## src/rtl/core/wpl_pkg.sv

```systemverilog
// Shared constants, types and helpers for the wheel pulse line parser.
package wpl_pkg;

    localparam int LINE_MAX   = 32;
    localparam int CNT_W      = $clog2(LINE_MAX);
    localparam int CNT_W_HEAD = 3;
    localparam int HEAD_LEN   = 6;
    localparam int MIN_LINE   = 9;
    localparam int PULSE_W    = 16;
    localparam int SCALE_W    = 24;
    localparam int PROD_W     = PULSE_W + SCALE_W;
    localparam int FRAC_SHIFT = 8;
    localparam int RPM_W      = 32;
    localparam int COUNT_W    = 32;

    localparam logic [7:0] CH_LF    = 8'h0A;
    localparam logic [7:0] CH_CR    = 8'h0D;
    localparam logic [7:0] CH_NUL   = 8'h00;
    localparam logic [7:0] CH_SPACE = 8'h20;
    localparam logic [7:0] CH_TAB   = 8'h09;
    localparam logic [7:0] CH_VT    = 8'h0B;
    localparam logic [7:0] CH_FF    = 8'h0C;
    localparam logic [7:0] CH_PLUS  = 8'h2B;
    localparam logic [7:0] CH_MINUS = 8'h2D;
    localparam logic [7:0] CH_COMMA = 8'h2C;
    localparam logic [7:0] CH_L     = 8'h4C;
    localparam logic [7:0] CH_ZERO  = 8'h30;
    localparam logic [7:0] CH_NINE  = 8'h39;

    localparam logic [1:0] PH_LEAD   = 2'd0;
    localparam logic [1:0] PH_SIGN   = 2'd1;
    localparam logic [1:0] PH_DIGITS = 2'd2;
    localparam logic [1:0] PH_DONE   = 2'd3;

    localparam logic [1:0] MK_IDLE  = 2'd0;
    localparam logic [1:0] MK_COMMA = 2'd1;
    localparam logic [1:0] MK_L     = 2'd2;
    localparam logic [1:0] MK_FOUND = 2'd3;

    localparam logic [1:0] EV_NONE = 2'd0;
    localparam logic [1:0] EV_GOOD = 2'd1;
    localparam logic [1:0] EV_BAD  = 2'd2;

    typedef struct packed {
        logic [1:0]         kind;
        logic [PULSE_W-1:0] right_count;
        logic [PULSE_W-1:0] left_count;
    } wpl_line_t;

    // "WPS,R,"
    function automatic logic [7:0] head_char(input logic [CNT_W_HEAD-1:0] pos);
        logic [7:0] ch;
        begin
            unique case (pos)
                3'd0:    ch = 8'h57;
                3'd1:    ch = 8'h50;
                3'd2:    ch = 8'h53;
                3'd3:    ch = 8'h2C;
                3'd4:    ch = 8'h52;
                3'd5:    ch = 8'h2C;
                default: ch = 8'h00;
            endcase
            return ch;
        end
    endfunction

endpackage

```

## src/rtl/core/wpl_rx_if.sv

```systemverilog
// Byte input channel.
interface wpl_rx_if;
    logic       valid;
    logic       ready;
    logic [7:0] rx_data;

    modport source (output valid, output rx_data, input ready);
    modport sink (input valid, input rx_data, output ready);
endinterface

```

## src/rtl/core/wpl_res_if.sv

```systemverilog
// Result channel.
interface wpl_res_if;
    logic                         valid;
    logic                         ready;
    logic [wpl_pkg::RPM_W-1:0]    rpm_right;
    logic [wpl_pkg::RPM_W-1:0]    rpm_left;
    logic [wpl_pkg::COUNT_W-1:0]  good_lines;
    logic [wpl_pkg::COUNT_W-1:0]  bad_lines;
    logic [1:0]                   line_event;

    modport source (output valid, output rpm_right, output rpm_left, output good_lines,
                    output bad_lines, output line_event, input ready);
    modport sink (input valid, input rpm_right, input rpm_left, input good_lines,
                  input bad_lines, input line_event, output ready);
endinterface

```

## src/rtl/core/wpl_number.sv

```systemverilog
// Decimal number reader: whitespace, optional sign, digits, wraps mod 2^16.
module wpl_number (
    input  logic                         clk,
    input  logic                         rst_n,
    input  logic                         step,
    input  logic                         clear,
    input  logic [7:0]                   ch,
    output logic [wpl_pkg::PULSE_W-1:0]  pulses
);

    logic [1:0]                  phase_reg, phase_next;
    logic                        neg_reg, neg_next;
    logic [wpl_pkg::PULSE_W-1:0] val_reg, val_next;
    logic                        is_digit;
    logic                        is_space;
    logic [wpl_pkg::PULSE_W-1:0] digit;

    assign is_digit = (ch >= wpl_pkg::CH_ZERO) && (ch <= wpl_pkg::CH_NINE);
    assign is_space = (ch == wpl_pkg::CH_SPACE) || (ch == wpl_pkg::CH_TAB) ||
                      (ch == wpl_pkg::CH_VT) || (ch == wpl_pkg::CH_FF);
    assign digit    = wpl_pkg::PULSE_W'(ch - wpl_pkg::CH_ZERO);

    always_comb
    begin
        phase_next = phase_reg;
        neg_next   = neg_reg;
        val_next   = val_reg;
        if (clear)
        begin
            phase_next = wpl_pkg::PH_LEAD;
            neg_next   = 1'b0;
            val_next   = '0;
        end
        else if (step)
        begin
            unique case (phase_reg)
                wpl_pkg::PH_LEAD:
                begin
                    if (is_space)
                    begin
                        phase_next = wpl_pkg::PH_LEAD;
                    end
                    else if (ch == wpl_pkg::CH_PLUS)
                    begin
                        phase_next = wpl_pkg::PH_SIGN;
                    end
                    else if (ch == wpl_pkg::CH_MINUS)
                    begin
                        neg_next   = 1'b1;
                        phase_next = wpl_pkg::PH_SIGN;
                    end
                    else if (is_digit)
                    begin
                        val_next   = digit;
                        phase_next = wpl_pkg::PH_DIGITS;
                    end
                    else
                    begin
                        phase_next = wpl_pkg::PH_DONE;
                    end
                end
                wpl_pkg::PH_SIGN:
                begin
                    if (is_digit)
                    begin
                        val_next   = digit;
                        phase_next = wpl_pkg::PH_DIGITS;
                    end
                    else
                    begin
                        phase_next = wpl_pkg::PH_DONE;
                    end
                end
                wpl_pkg::PH_DIGITS:
                begin
                    if (is_digit)
                    begin
                        val_next = (val_reg << 3) + (val_reg << 1) + digit;
                    end
                    else
                    begin
                        phase_next = wpl_pkg::PH_DONE;
                    end
                end
                default:
                begin
                    phase_next = phase_reg;
                end
            endcase
        end
    end

    always_ff @(posedge clk or negedge rst_n)
    begin
        if (!rst_n)
        begin
            phase_reg <= wpl_pkg::PH_LEAD;
            neg_reg   <= 1'b0;
            val_reg   <= '0;
        end
        else
        begin
            phase_reg <= phase_next;
            neg_reg   <= neg_next;
            val_reg   <= val_next;
        end
    end

    assign pulses = neg_reg ? wpl_pkg::PULSE_W'(16'd0 - val_reg) : val_reg;

endmodule

```

## src/rtl/core/wpl_line_parser.sv

```systemverilog
// Per-byte line state: length, prefix check, marker search, both counts.
module wpl_line_parser (
    input  logic               clk,
    input  logic               rst_n,
    input  logic               byte_en,
    input  logic [7:0]         ch,
    output wpl_pkg::wpl_line_t line
);

    logic [wpl_pkg::CNT_W-1:0] cnt_reg, cnt_next;
    logic                      prefix_ok_reg, prefix_ok_next;
    logic                      ended_reg, ended_next;
    logic [1:0]                marker_reg, marker_next;
    logic                      is_term;
    logic                      line_clr;
    logic                      body_step;
    logic                      in_head;
    logic [1:0]                kind;
    logic [wpl_pkg::PULSE_W-1:0] right_count;
    logic [wpl_pkg::PULSE_W-1:0] left_count;

    assign is_term = (ch == wpl_pkg::CH_LF) || (ch == wpl_pkg::CH_CR);
    assign in_head = cnt_reg < wpl_pkg::CNT_W'(wpl_pkg::HEAD_LEN);

    always_comb
    begin
        cnt_next       = cnt_reg;
        prefix_ok_next = prefix_ok_reg;
        ended_next     = ended_reg;
        marker_next    = marker_reg;
        line_clr       = 1'b0;
        body_step      = 1'b0;
        kind           = wpl_pkg::EV_NONE;
        if (is_term)
        begin
            if (cnt_reg != '0)
            begin
                line_clr = 1'b1;
                if (prefix_ok_reg && (cnt_reg >= wpl_pkg::CNT_W'(wpl_pkg::MIN_LINE)) &&
                    (marker_reg == wpl_pkg::MK_FOUND))
                begin
                    kind = wpl_pkg::EV_GOOD;
                end
                else
                begin
                    kind = wpl_pkg::EV_BAD;
                end
            end
        end
        else if (cnt_reg >= wpl_pkg::CNT_W'(wpl_pkg::LINE_MAX - 1))
        begin
            line_clr = 1'b1;
            kind     = wpl_pkg::EV_BAD;
        end
        else
        begin
            if (!ended_reg)
            begin
                if (ch == wpl_pkg::CH_NUL)
                begin
                    if (in_head)
                    begin
                        prefix_ok_next = 1'b0;
                    end
                    ended_next = 1'b1;
                end
                else if (in_head)
                begin
                    if (ch != wpl_pkg::head_char(cnt_reg[wpl_pkg::CNT_W_HEAD-1:0]))
                    begin
                        prefix_ok_next = 1'b0;
                    end
                end
                else
                begin
                    body_step = 1'b1;
                    unique case (marker_reg)
                        wpl_pkg::MK_IDLE:
                            marker_next = (ch == wpl_pkg::CH_COMMA) ? wpl_pkg::MK_COMMA
                                                                    : wpl_pkg::MK_IDLE;
                        wpl_pkg::MK_COMMA:
                            marker_next = (ch == wpl_pkg::CH_L) ? wpl_pkg::MK_L :
                                          (ch == wpl_pkg::CH_COMMA) ? wpl_pkg::MK_COMMA
                                                                    : wpl_pkg::MK_IDLE;
                        wpl_pkg::MK_L:
                            marker_next = (ch == wpl_pkg::CH_COMMA) ? wpl_pkg::MK_FOUND
                                                                    : wpl_pkg::MK_IDLE;
                        default:
                            marker_next = marker_reg;
                    endcase
                end
            end
            cnt_next = cnt_reg + 1'b1;
        end
        if (line_clr)
        begin
            cnt_next       = '0;
            prefix_ok_next = 1'b1;
            ended_next     = 1'b0;
            marker_next    = wpl_pkg::MK_IDLE;
        end
    end

    always_ff @(posedge clk or negedge rst_n)
    begin
        if (!rst_n)
        begin
            cnt_reg       <= '0;
            prefix_ok_reg <= 1'b1;
            ended_reg     <= 1'b0;
            marker_reg    <= wpl_pkg::MK_IDLE;
        end
        else if (byte_en)
        begin
            cnt_reg       <= cnt_next;
            prefix_ok_reg <= prefix_ok_next;
            ended_reg     <= ended_next;
            marker_reg    <= marker_next;
        end
    end

    wpl_number u_right (
        .clk    (clk),
        .rst_n  (rst_n),
        .step   (byte_en && body_step),
        .clear  (byte_en && line_clr),
        .ch     (ch),
        .pulses (right_count)
    );

    wpl_number u_left (
        .clk    (clk),
        .rst_n  (rst_n),
        .step   (byte_en && body_step && (marker_reg == wpl_pkg::MK_FOUND)),
        .clear  (byte_en && line_clr),
        .ch     (ch),
        .pulses (left_count)
    );

    assign line.kind        = kind;
    assign line.right_count = right_count;
    assign line.left_count  = left_count;

endmodule

```

## src/rtl/core/wheel_pulse_line_parser_unit.sv

```systemverilog
// Top level: input register, line parser, rpm multiply and result register.
// A byte is held in the input register and its result is then stored in the result register.
// Throughput: one byte per cycle; rx.ready drops only while a held result waits on res.ready.
// The result register holds rpm values and line counts; both rpm products are
// computed (16x24 each) on a good line ending, between input and result registers.
// Reset (rst_n, async low) clears line state, rpm values, counts and scale_reg.
module wheel_pulse_line_parser_unit (
    input  logic                        clk,
    input  logic                        rst_n,
    input  logic                        cfg_wr_en,
    input  logic [wpl_pkg::SCALE_W-1:0] cfg_wr_data,
    wpl_rx_if.sink                      rx,
    wpl_res_if.source                   res
);

    logic [wpl_pkg::SCALE_W-1:0] scale_reg;
    logic                        in_valid_reg;
    logic [7:0]                  in_data_reg;
    logic                        out_valid_reg;
    logic [wpl_pkg::RPM_W-1:0]   rpm_right_reg, rpm_right_next;
    logic [wpl_pkg::RPM_W-1:0]   rpm_left_reg, rpm_left_next;
    logic [wpl_pkg::COUNT_W-1:0] good_reg, good_next;
    logic [wpl_pkg::COUNT_W-1:0] bad_reg, bad_next;
    logic [1:0]                  event_reg;
    logic                        advance;
    wpl_pkg::wpl_line_t          line;
    logic [wpl_pkg::PROD_W-1:0]  prod_right;
    logic [wpl_pkg::PROD_W-1:0]  prod_left;

    assign advance  = in_valid_reg && (!out_valid_reg || res.ready);
    assign rx.ready = !in_valid_reg || advance;

    always_ff @(posedge clk or negedge rst_n)
    begin
        if (!rst_n)
        begin
            scale_reg <= '0;
        end
        else if (cfg_wr_en)
        begin
            scale_reg <= cfg_wr_data;
        end
    end

    always_ff @(posedge clk or negedge rst_n)
    begin
        if (!rst_n)
        begin
            in_valid_reg <= 1'b0;
        end
        else if (rx.ready)
        begin
            in_valid_reg <= rx.valid;
        end
    end

    always_ff @(posedge clk)
    begin
        if (rx.ready && rx.valid)
        begin
            in_data_reg <= rx.rx_data;
        end
    end

    wpl_line_parser u_parser (
        .clk     (clk),
        .rst_n   (rst_n),
        .byte_en (advance),
        .ch      (in_data_reg),
        .line    (line)
    );

    assign prod_right = wpl_pkg::PROD_W'(line.right_count) * wpl_pkg::PROD_W'(scale_reg);
    assign prod_left  = wpl_pkg::PROD_W'(line.left_count) * wpl_pkg::PROD_W'(scale_reg);

    always_comb
    begin
        rpm_right_next = rpm_right_reg;
        rpm_left_next  = rpm_left_reg;
        good_next      = good_reg;
        bad_next       = bad_reg;
        case (line.kind)
            wpl_pkg::EV_GOOD:
            begin
                rpm_right_next = prod_right[wpl_pkg::FRAC_SHIFT +: wpl_pkg::RPM_W];
                rpm_left_next  = prod_left[wpl_pkg::FRAC_SHIFT +: wpl_pkg::RPM_W];
                good_next      = good_reg + 1'b1;
            end
            wpl_pkg::EV_BAD:
            begin
                bad_next = bad_reg + 1'b1;
            end
            default:
            begin
                good_next = good_reg;
            end
        endcase
    end

    always_ff @(posedge clk or negedge rst_n)
    begin
        if (!rst_n)
        begin
            out_valid_reg <= 1'b0;
            rpm_right_reg <= '0;
            rpm_left_reg  <= '0;
            good_reg      <= '0;
            bad_reg       <= '0;
            event_reg     <= wpl_pkg::EV_NONE;
        end
        else if (advance)
        begin
            out_valid_reg <= 1'b1;
            rpm_right_reg <= rpm_right_next;
            rpm_left_reg  <= rpm_left_next;
            good_reg      <= good_next;
            bad_reg       <= bad_next;
            event_reg     <= line.kind;
        end
        else if (res.ready)
        begin
            out_valid_reg <= 1'b0;
        end
    end

    assign res.valid      = out_valid_reg;
    assign res.rpm_right  = rpm_right_reg;
    assign res.rpm_left   = rpm_left_reg;
    assign res.good_lines = good_reg;
    assign res.bad_lines  = bad_reg;
    assign res.line_event = event_reg;

endmodule
```

## src/flat_wrapper.sv

```systemverilog
// flat-port wrapper written by rule: the top's interface ports become plain ports
module wheel_pulse_line_parser_unit_flat 
  (clk, rst_n, cfg_wr_en, cfg_wr_data, rx_valid, rx_rx_data, rx_ready, res_valid, res_rpm_right, res_rpm_left, res_good_lines, res_bad_lines, res_line_event, res_ready);
  wpl_rx_if rx_i ();
  wpl_res_if res_i ();
  input  logic clk;
  input  logic rst_n;
  input  logic cfg_wr_en;
  input  logic [wpl_pkg::SCALE_W-1:0] cfg_wr_data;
  input wire logic [$bits(rx_i.valid)-1:0] rx_valid;
  input wire logic [$bits(rx_i.rx_data)-1:0] rx_rx_data;
  output wire logic [$bits(rx_i.ready)-1:0] rx_ready;
  output wire logic [$bits(res_i.valid)-1:0] res_valid;
  output wire logic [$bits(res_i.rpm_right)-1:0] res_rpm_right;
  output wire logic [$bits(res_i.rpm_left)-1:0] res_rpm_left;
  output wire logic [$bits(res_i.good_lines)-1:0] res_good_lines;
  output wire logic [$bits(res_i.bad_lines)-1:0] res_bad_lines;
  output wire logic [$bits(res_i.line_event)-1:0] res_line_event;
  input wire logic [$bits(res_i.ready)-1:0] res_ready;
  assign rx_i.valid = rx_valid;
  assign rx_i.rx_data = rx_rx_data;
  assign rx_ready = rx_i.ready;
  assign res_valid = res_i.valid;
  assign res_rpm_right = res_i.rpm_right;
  assign res_rpm_left = res_i.rpm_left;
  assign res_good_lines = res_i.good_lines;
  assign res_bad_lines = res_i.bad_lines;
  assign res_line_event = res_i.line_event;
  assign res_i.ready = res_ready;
  wheel_pulse_line_parser_unit u_core (.clk(clk), .rst_n(rst_n), .cfg_wr_en(cfg_wr_en), .cfg_wr_data(cfg_wr_data), .rx(rx_i), .res(res_i));
endmodule
```

## config.mk

```make
export PLATFORM = sky130hd
export DESIGN_NAME = wheel_pulse_line_parser_unit_flat
export DESIGN_NICKNAME = d
export VERILOG_FILES = /design/src/rtl/core/wpl_pkg.sv /design/src/rtl/core/wpl_rx_if.sv /design/src/rtl/core/wpl_res_if.sv /design/src/rtl/core/wpl_number.sv /design/src/rtl/core/wpl_line_parser.sv /design/src/rtl/core/wheel_pulse_line_parser_unit.sv /design/src/flat_wrapper.sv
export SDC_FILE = /design/constraint.sdc
export NUM_CORES = 2
export LEC_CHECK = 0
export ABC_AREA = 1
export ABC_CLOCK_PERIOD_IN_PS = 18500
export CAP_MARGIN = 20
export CORE_MARGIN = 5
export CORE_UTILIZATION = 40
export CTS_CLUSTER_SIZE = 8
export DETAILED_ROUTE_END_ITERATION = 6
export DONT_BUFFER_PORTS = 1
export PLACE_DENSITY_LB_ADDON = 0.08
export SETUP_SLACK_MARGIN = 0.02
export SKIP_LAST_GASP = 1
export SYNTH_ARGS = -nofsm -noshare
export SYNTH_HDL_FRONTEND = slang
export SYNTH_SLANG_ARGS = --single-unit
export TNS_END_PERCENT = 10
```

## constraint.sdc

```tcl
create_clock -name clk -period 18.5 [get_ports clk]
set_input_delay 2.775 -clock clk [delete_from_list [all_inputs] [get_ports clk]]
set_output_delay 2.775 -clock clk [all_outputs]
set_load 0.01 [all_outputs]
```

Yosys cells after proc, flatten, opt, wreduce, memory -nomap -nowiden

Index checks and enable logic that the tools add are counted.

Reductions and logical operators: 45
Magnitude comparators: 5
Multiply operators: 2
Muxes and demuxes: 84
Add/subtract/negate cells: 10
Eq/ne operators: 42

Operators with widths:

| cell                                                                  | number |
|---|---|
| 16-bit two-way mux                                                    | 16 |
| 16-bit one-hot mux with 3 select lines                                | 2 |
| 16-bit by 24-bit multiplier with 40-bit output                        | 2 |
| 16-bit adder                                                          | 4 |
| 32-bit by 1-bit adder with 32-bit output, second input constant       | 2 |
| 8-bit by 4-bit equality test with 1-bit output, second input constant | 5 |
| 2-bit two-way mux                                                     | 20 |
| 8-bit two-way mux                                                     | 5 |
| 7-bit one-hot mux with 5 select lines                                 | 1 |
| 1-bit two-way mux                                                     | 34 |
| 8-bit by 6-bit equality test with 1-bit output, second input constant | 4 |
| 1-bit by 16-bit subtractor with 16-bit output, first input constant   | 2 |
| 3-bit by 2-bit != test with 1-bit output, second input constant       | 8 |
| 2-bit one-hot mux with 3 select lines                                 | 3 |
| 6-bit AND reduction                                                   | 3 |
| 5-bit two-way mux                                                     | 3 |
| 2-bit nonzero test                                                    | 7 |
| 4-bit nonzero test                                                    | 3 |
| 2-bit equality test, second input constant                            | 5 |
| 5-bit AND reduction                                                   | 2 |
| 3-bit AND reduction                                                   | 3 |
| 8-bit by 6-bit subtractor with 9-bit output, second input constant    | 1 |
| 2-bit by 1-bit equality test with 1-bit output, second input constant | 4 |
| 8-bit by 7-bit equality test with 1-bit output, second input constant | 1 |
| other kinds (24)                                                      | 48 |

Logic and storage cells: 207
Bits in registers: 211
Output and inout port bits: 132
Bits of input ports: 37

Depth between registers and ports, before layout

Word-level depth: 16
Mapped depth: 40
Depth with buffers taken out: 38

Hierarchy

From an unflattened synthesis, not the netlist that was laid out.

Cells, all modules: 5165
Area total of the unflattened synthesis: 39014.9 um2

By module, submodules not included:

| module                               | times used | seq. area each (um2) | area each (um2) | cells an instance |
|---|---|---|---|---|
| wheel_pulse_line_parser_unit         | 1          | 4144.0               | 32560.0         | 4189 |
| wpl_number (u_core.u_parser.u_right) | 1          | 475.5                | 2698.8          | 412 |
| wpl_number (u_core.u_parser.u_left)  | 1          | 475.5                | 2671.3          | 406 |
| wpl_line_parser                      | 1          | 226.5                | 1084.8          | 158 |

Worst setup path before layout

OpenSTA, ideal clock, no wires.

Path kind: reg2reg
Start point: reg u_core.u_parser.u_left.val_reg[0] (netlist name)
End point: reg u_core.rpm_left_reg, in the netlist u_core.res.rpm_left[23]
Path slack: 11935 ps
Clock period less this slack: 6565 ps
Arrival time: 6448 ps
Data required time: 18383 ps
Stages on the path, launching flop included: 35
Cells stage by stage: dfrtp_1 > clkbuf_1 > inv_1 > ha_1 > inv_1 > nor2_1 > inv_1 > nor3_1 > or2_2 > xor2_1 > clkbuf_1 > nand2_1 > fa_1 > inv_1 > fa_1 > inv_1 > fa_1 > inv_1 > fa_1 > inv_1 > fa_1 > inv_1 > fa_1 > ha_1 > nand2_1 > nor2_1 > inv_1 > o21ai_0 > a21oi_1 > nand2_1 > nand3_1 > nand2_1 > nand2_1 > nand3_1 > nand2_1

Cells in the longest elaborated chain, start to end: 3

Ends and longest elaborated chain:

| item                                             | line                                | source |
|---|---|---|
| from (decl)                                      | wpl_number.sv:13                    | `logic [wpl_pkg::PULSE_W-1:0] val_reg, val_next;` |
| from (signal assigned)                           | wpl_number.sv:105                   | `val_reg <= val_next;` |
| 1-bit by 16-bit subtractor with 16-bit output    | wpl_number.sv:109                   | `assign pulses = neg_reg ? wpl_pkg::PULSE_W'(16'd0 - val_reg) : val_reg;` |
| 16-bit two-way mux *                             | wpl_number.sv:109                   |  |
| 16-bit by 24-bit multiplier with 40-bit output * | wheel_pulse_line_parser_unit.sv:74  | `assign prod_left = wpl_pkg::PROD_W'(line.left_count) * wpl_pkg::PROD_W'(scale_reg);` |
| to (signal assigned)                             | wheel_pulse_line_parser_unit.sv:115 | `rpm_left_reg <= rpm_left_next;` |
| to (decl)                                        | wheel_pulse_line_parser_unit.sv:21  | `logic [wpl_pkg::RPM_W-1:0] rpm_left_reg, rpm_left_next;` |

Mark *: on every way between the ends. The rest lies on a longest branch, timed or not.
A chain may end at the register's enable or synchronous reset.

Final worst setup path

Start point: reg u_core.u_parser.u_right.val_reg[0] (netlist name)
End point: reg u_core.rpm_right_reg, in the netlist u_core.res.rpm_right[13]

Cells in the longest elaborated chain, start to end: 3

Ends and longest elaborated chain:

| item                                             | line                                | source |
|---|---|---|
| from (decl)                                      | wpl_number.sv:13                    |  |
| from (signal assigned)                           | wpl_number.sv:105                   |  |
| 1-bit by 16-bit subtractor with 16-bit output    | wpl_number.sv:109                   |  |
| 16-bit two-way mux *                             | wpl_number.sv:109                   |  |
| 16-bit by 24-bit multiplier with 40-bit output * | wheel_pulse_line_parser_unit.sv:73  | `assign prod_right = wpl_pkg::PROD_W'(line.right_count) * wpl_pkg::PROD_W'(scale_reg);` |
| to (signal assigned)                             | wheel_pulse_line_parser_unit.sv:114 | `rpm_right_reg <= rpm_right_next;` |
| to (decl)                                        | wheel_pulse_line_parser_unit.sv:20  | `logic [wpl_pkg::RPM_W-1:0] rpm_right_reg, rpm_right_next;` |

Marks and branches as above.

==> impl_metrics.ini <==
[sta]
tightest_slew_ns = 0.932
period_minus_slack_ns = 8.05
period_share = 0.435
setup_viol = 0
fin_worst_skew_ns = 0.0170
max_freq_mhz = 124
tns_ns = 0
rsz0062_at_grt = no
hold_viol_final = 0
timing.slew.headroom = 0.378
final_max_slew_viol_count = 0

[floorplan]
start_util = 0.404
ios = 169
rows = 112
die_h_um = 318
dieArea_um2 = 101000
die_w_um = 318
core_um2 = 93600

[cells_and_area]
antenna_cells = 0
area_growth_pct = 6.37
nets = 5799
drive_gt1_frac = 0.0384

[route]
wl_um = 125000
drc = 0
drt-pass1-iter-count = 6
vias = 31203
ant_nets = 0
drt_iter0_drc = 2027
routedWlPerCell_um = 20.4
viasPerCell = 5.10

[yosys]
synth-edff-count = 8
synthCells = 4929
syn-num-nets = 5872
async_reset_ff_frac = 0.962
syn_area_per_cell_um2 = 7.68
syn-cell-area_um2 = 37900
synth-main-ff-cell = dfrtp_1
ys_ff_latch = 211
yosys_warnings = 0
ys_seq_area_frac = 0.141
synth.distinct_cells = 52

[clock_network]
post_cts_resized = 0
cts-hold-fix-buffers = 0
cts-root-buf = clkbuf_16
tritoncts = built
clockBufferDepth = 3
cts.clk_slew.worst_paths_ns = 0.05
post_cts_buffers = 0
clock_sinks = 211
htreeDepth = 2
numCtsBuffers = 34
insertion_delay_ns = 0.56

[setup_path]
rr_worst_depth = 28
critPathMaxStageDelay_ns = 0.63
cp-startpoint = u_core.u_parser.u_right.val_reg[0]
reg2reg_slack_ns = 10.45
cp-start-kind = flip-flop
path_common_cell = fa_1
crit_fanout = 26
cp-end-kind = flip-flop
slowest_stage = nand2_1
arrival_ns = 8.52
crit_type = reg -> reg
crit_required_ns = 18.97
worst_r2r_endpoint = u_core.res.rpm_right[13]
reg2reg_from = u_core.u_parser.u_right.val_reg[0]

[global_routing]
grt_pass1_wl_um = 198000
antenna_found_initial = 1
grt_overflow_total = 0
grt_max_degree = 204
grt_usage = 0.250
first_global_vias = 32865

[placement]
place.gp.congestion = 0.917
port_buffers = 0
dp_hpwl_um = 97600

[min_path]
min_path_cells = 2
hold_path_class = reg -> reg
hold_path_end = u_core.u_parser.prefix_ok_reg
hp-start = u_core.u_parser.prefix_ok_reg

[status]
status = complete, no violations

[flow_run]
cap_violations = 0
[critical path: cells and delay by family (launching register included)]
kind	cells	cell delay (ns)
AOI/OAI and AO/OA	2	0.30
xor gates and xnor gates	1	0.17
adders and majority gates	7	3.29
buffers and inverters	7	1.09
DFF	1	0.37
and+or+nand+nor	11	2.74
[cell type report]
cell class	instances	area (um^2)
clock buffer	42	912
tap	1254	1570
clock inverter	6	83.8
sequential	211	5330
timing repair buffer	54	413
inverter	1076	4040
multi-input combinational	3479	27900
fill	9900	53300
[cells in the mapped netlist, types with 10 or more instances]
library cell | number | share of area
clkbuf_1 | 139 | 0.014
or2_2 | 15 | 0.0025
o21ai_1 | 13 | 0.0017
o21a_1 | 13 | 0.0026
dfrtp_1 | 202 | 0.13
nor3_1 | 70 | 0.0093
o21ai_0 | 177 | 0.023
nand2_2 | 14 | 0.0023
clkinv_1 | 12 | 0.0012
nand2_1 | 1240 | 0.12
nand4_1 | 34 | 0.0056
a21oi_1 | 131 | 0.017
ha_1 | 270 | 0.089
xnor2_1 | 37 | 0.0086
a21o_1 | 19 | 0.0038
xor2_1 | 89 | 0.021
nor2_1 | 475 | 0.047
fa_1 | 636 | 0.34
buf_2 | 18 | 0.0024
nor4_1 | 20 | 0.0033
inv_2 | 10 | 0.00099
nand3b_1 | 13 | 0.0026
inv_1 | 1053 | 0.10
nand3_1 | 123 | 0.016
a31oi_1 | 16 | 0.0026
[layer usage]
metal  vias up  global-route usage  wire (um)
li1      14549                   -          -
met2       830               0.415      58300
met3       159              0.0287       6270
met5         -                   0          0
met1     15665               0.349      56600
met4         0              0.0688       3810
[through the flow]
stage | instance area (um^2) | worst slack [ns] | util | hold WS, ns | cells
global placement | 39300 | 10.43 | 0.419 | 0.459 | 6073
floorplan | 37900 | 11.93 | - | 0.442 | 4929
global route | 40300 | 9.93 | 0.430 | 0.481 | 6122
finish | 40300 | 10.45 | 0.430 | 0.468 | 6122
CTS | 40300 | 10.46 | 0.430 | 0.468 | 6121
detailed placement | 39300 | 10.51 | 0.419 | 0.460 | 6073
[logic make-up (layout without fill, tap and decap cells)]
| logic type | count (synthesis) | in the layout | synth area share |
|---|---|---|---|
| AOI/OAI and AO/OA | 420 | 420 | 0.0623 |
| xor gates and xnor gates | 126 | 126 | 0.0291 |
| adders and majority gates | 906 | 906 | 0.425 |
| buffers and inverters | 1239 | 1178 | 0.125 |
| DFF | 211 | 211 | 0.141 |
| and+or+nand+nor | 2027 | 2027 | 0.218 |
[cells in the final DEF, fill, tap and decap left out, types with 14 or more instances in the layout]
cell	count
a31oi_1	16
clkbuf_16	35
a21oi_1	131
nand2_1	1240
xnor2_1	37
nor3_1	69
nand2_2	14
nand4_1	34
inv_1	1053
o21ai_0	177
fa_1	636
buf_4	53
nor4_1	20
dfrtp_1	199
nor2_1	475
ha_1	270
a21o_1	19
or2_2	15
xor2_1	77
nand3_1	122
[how the worst max path moves through the flow]
stage / to / slack [ns] / cells after the start
2_1_floorplan: u_core.res.rpm_left[23] / 11.93 / 34
3_3_place_gp: u_core.res.rpm_right[13] / 10.43 / 28
3_5_place_dp: u_core.res.rpm_right[13] / 10.51 / 28
4_1_cts: u_core.res.rpm_right[13] / 10.46 / 28
5_1_grt: u_core.res.rpm_right[13] / 9.93 / 32
6_report: u_core.res.rpm_right[13] / 10.45 / 28
Power is left out: the tool's default activity adds up to more than one toggle a clock period on the data nets, which glitch-free logic cannot reach.
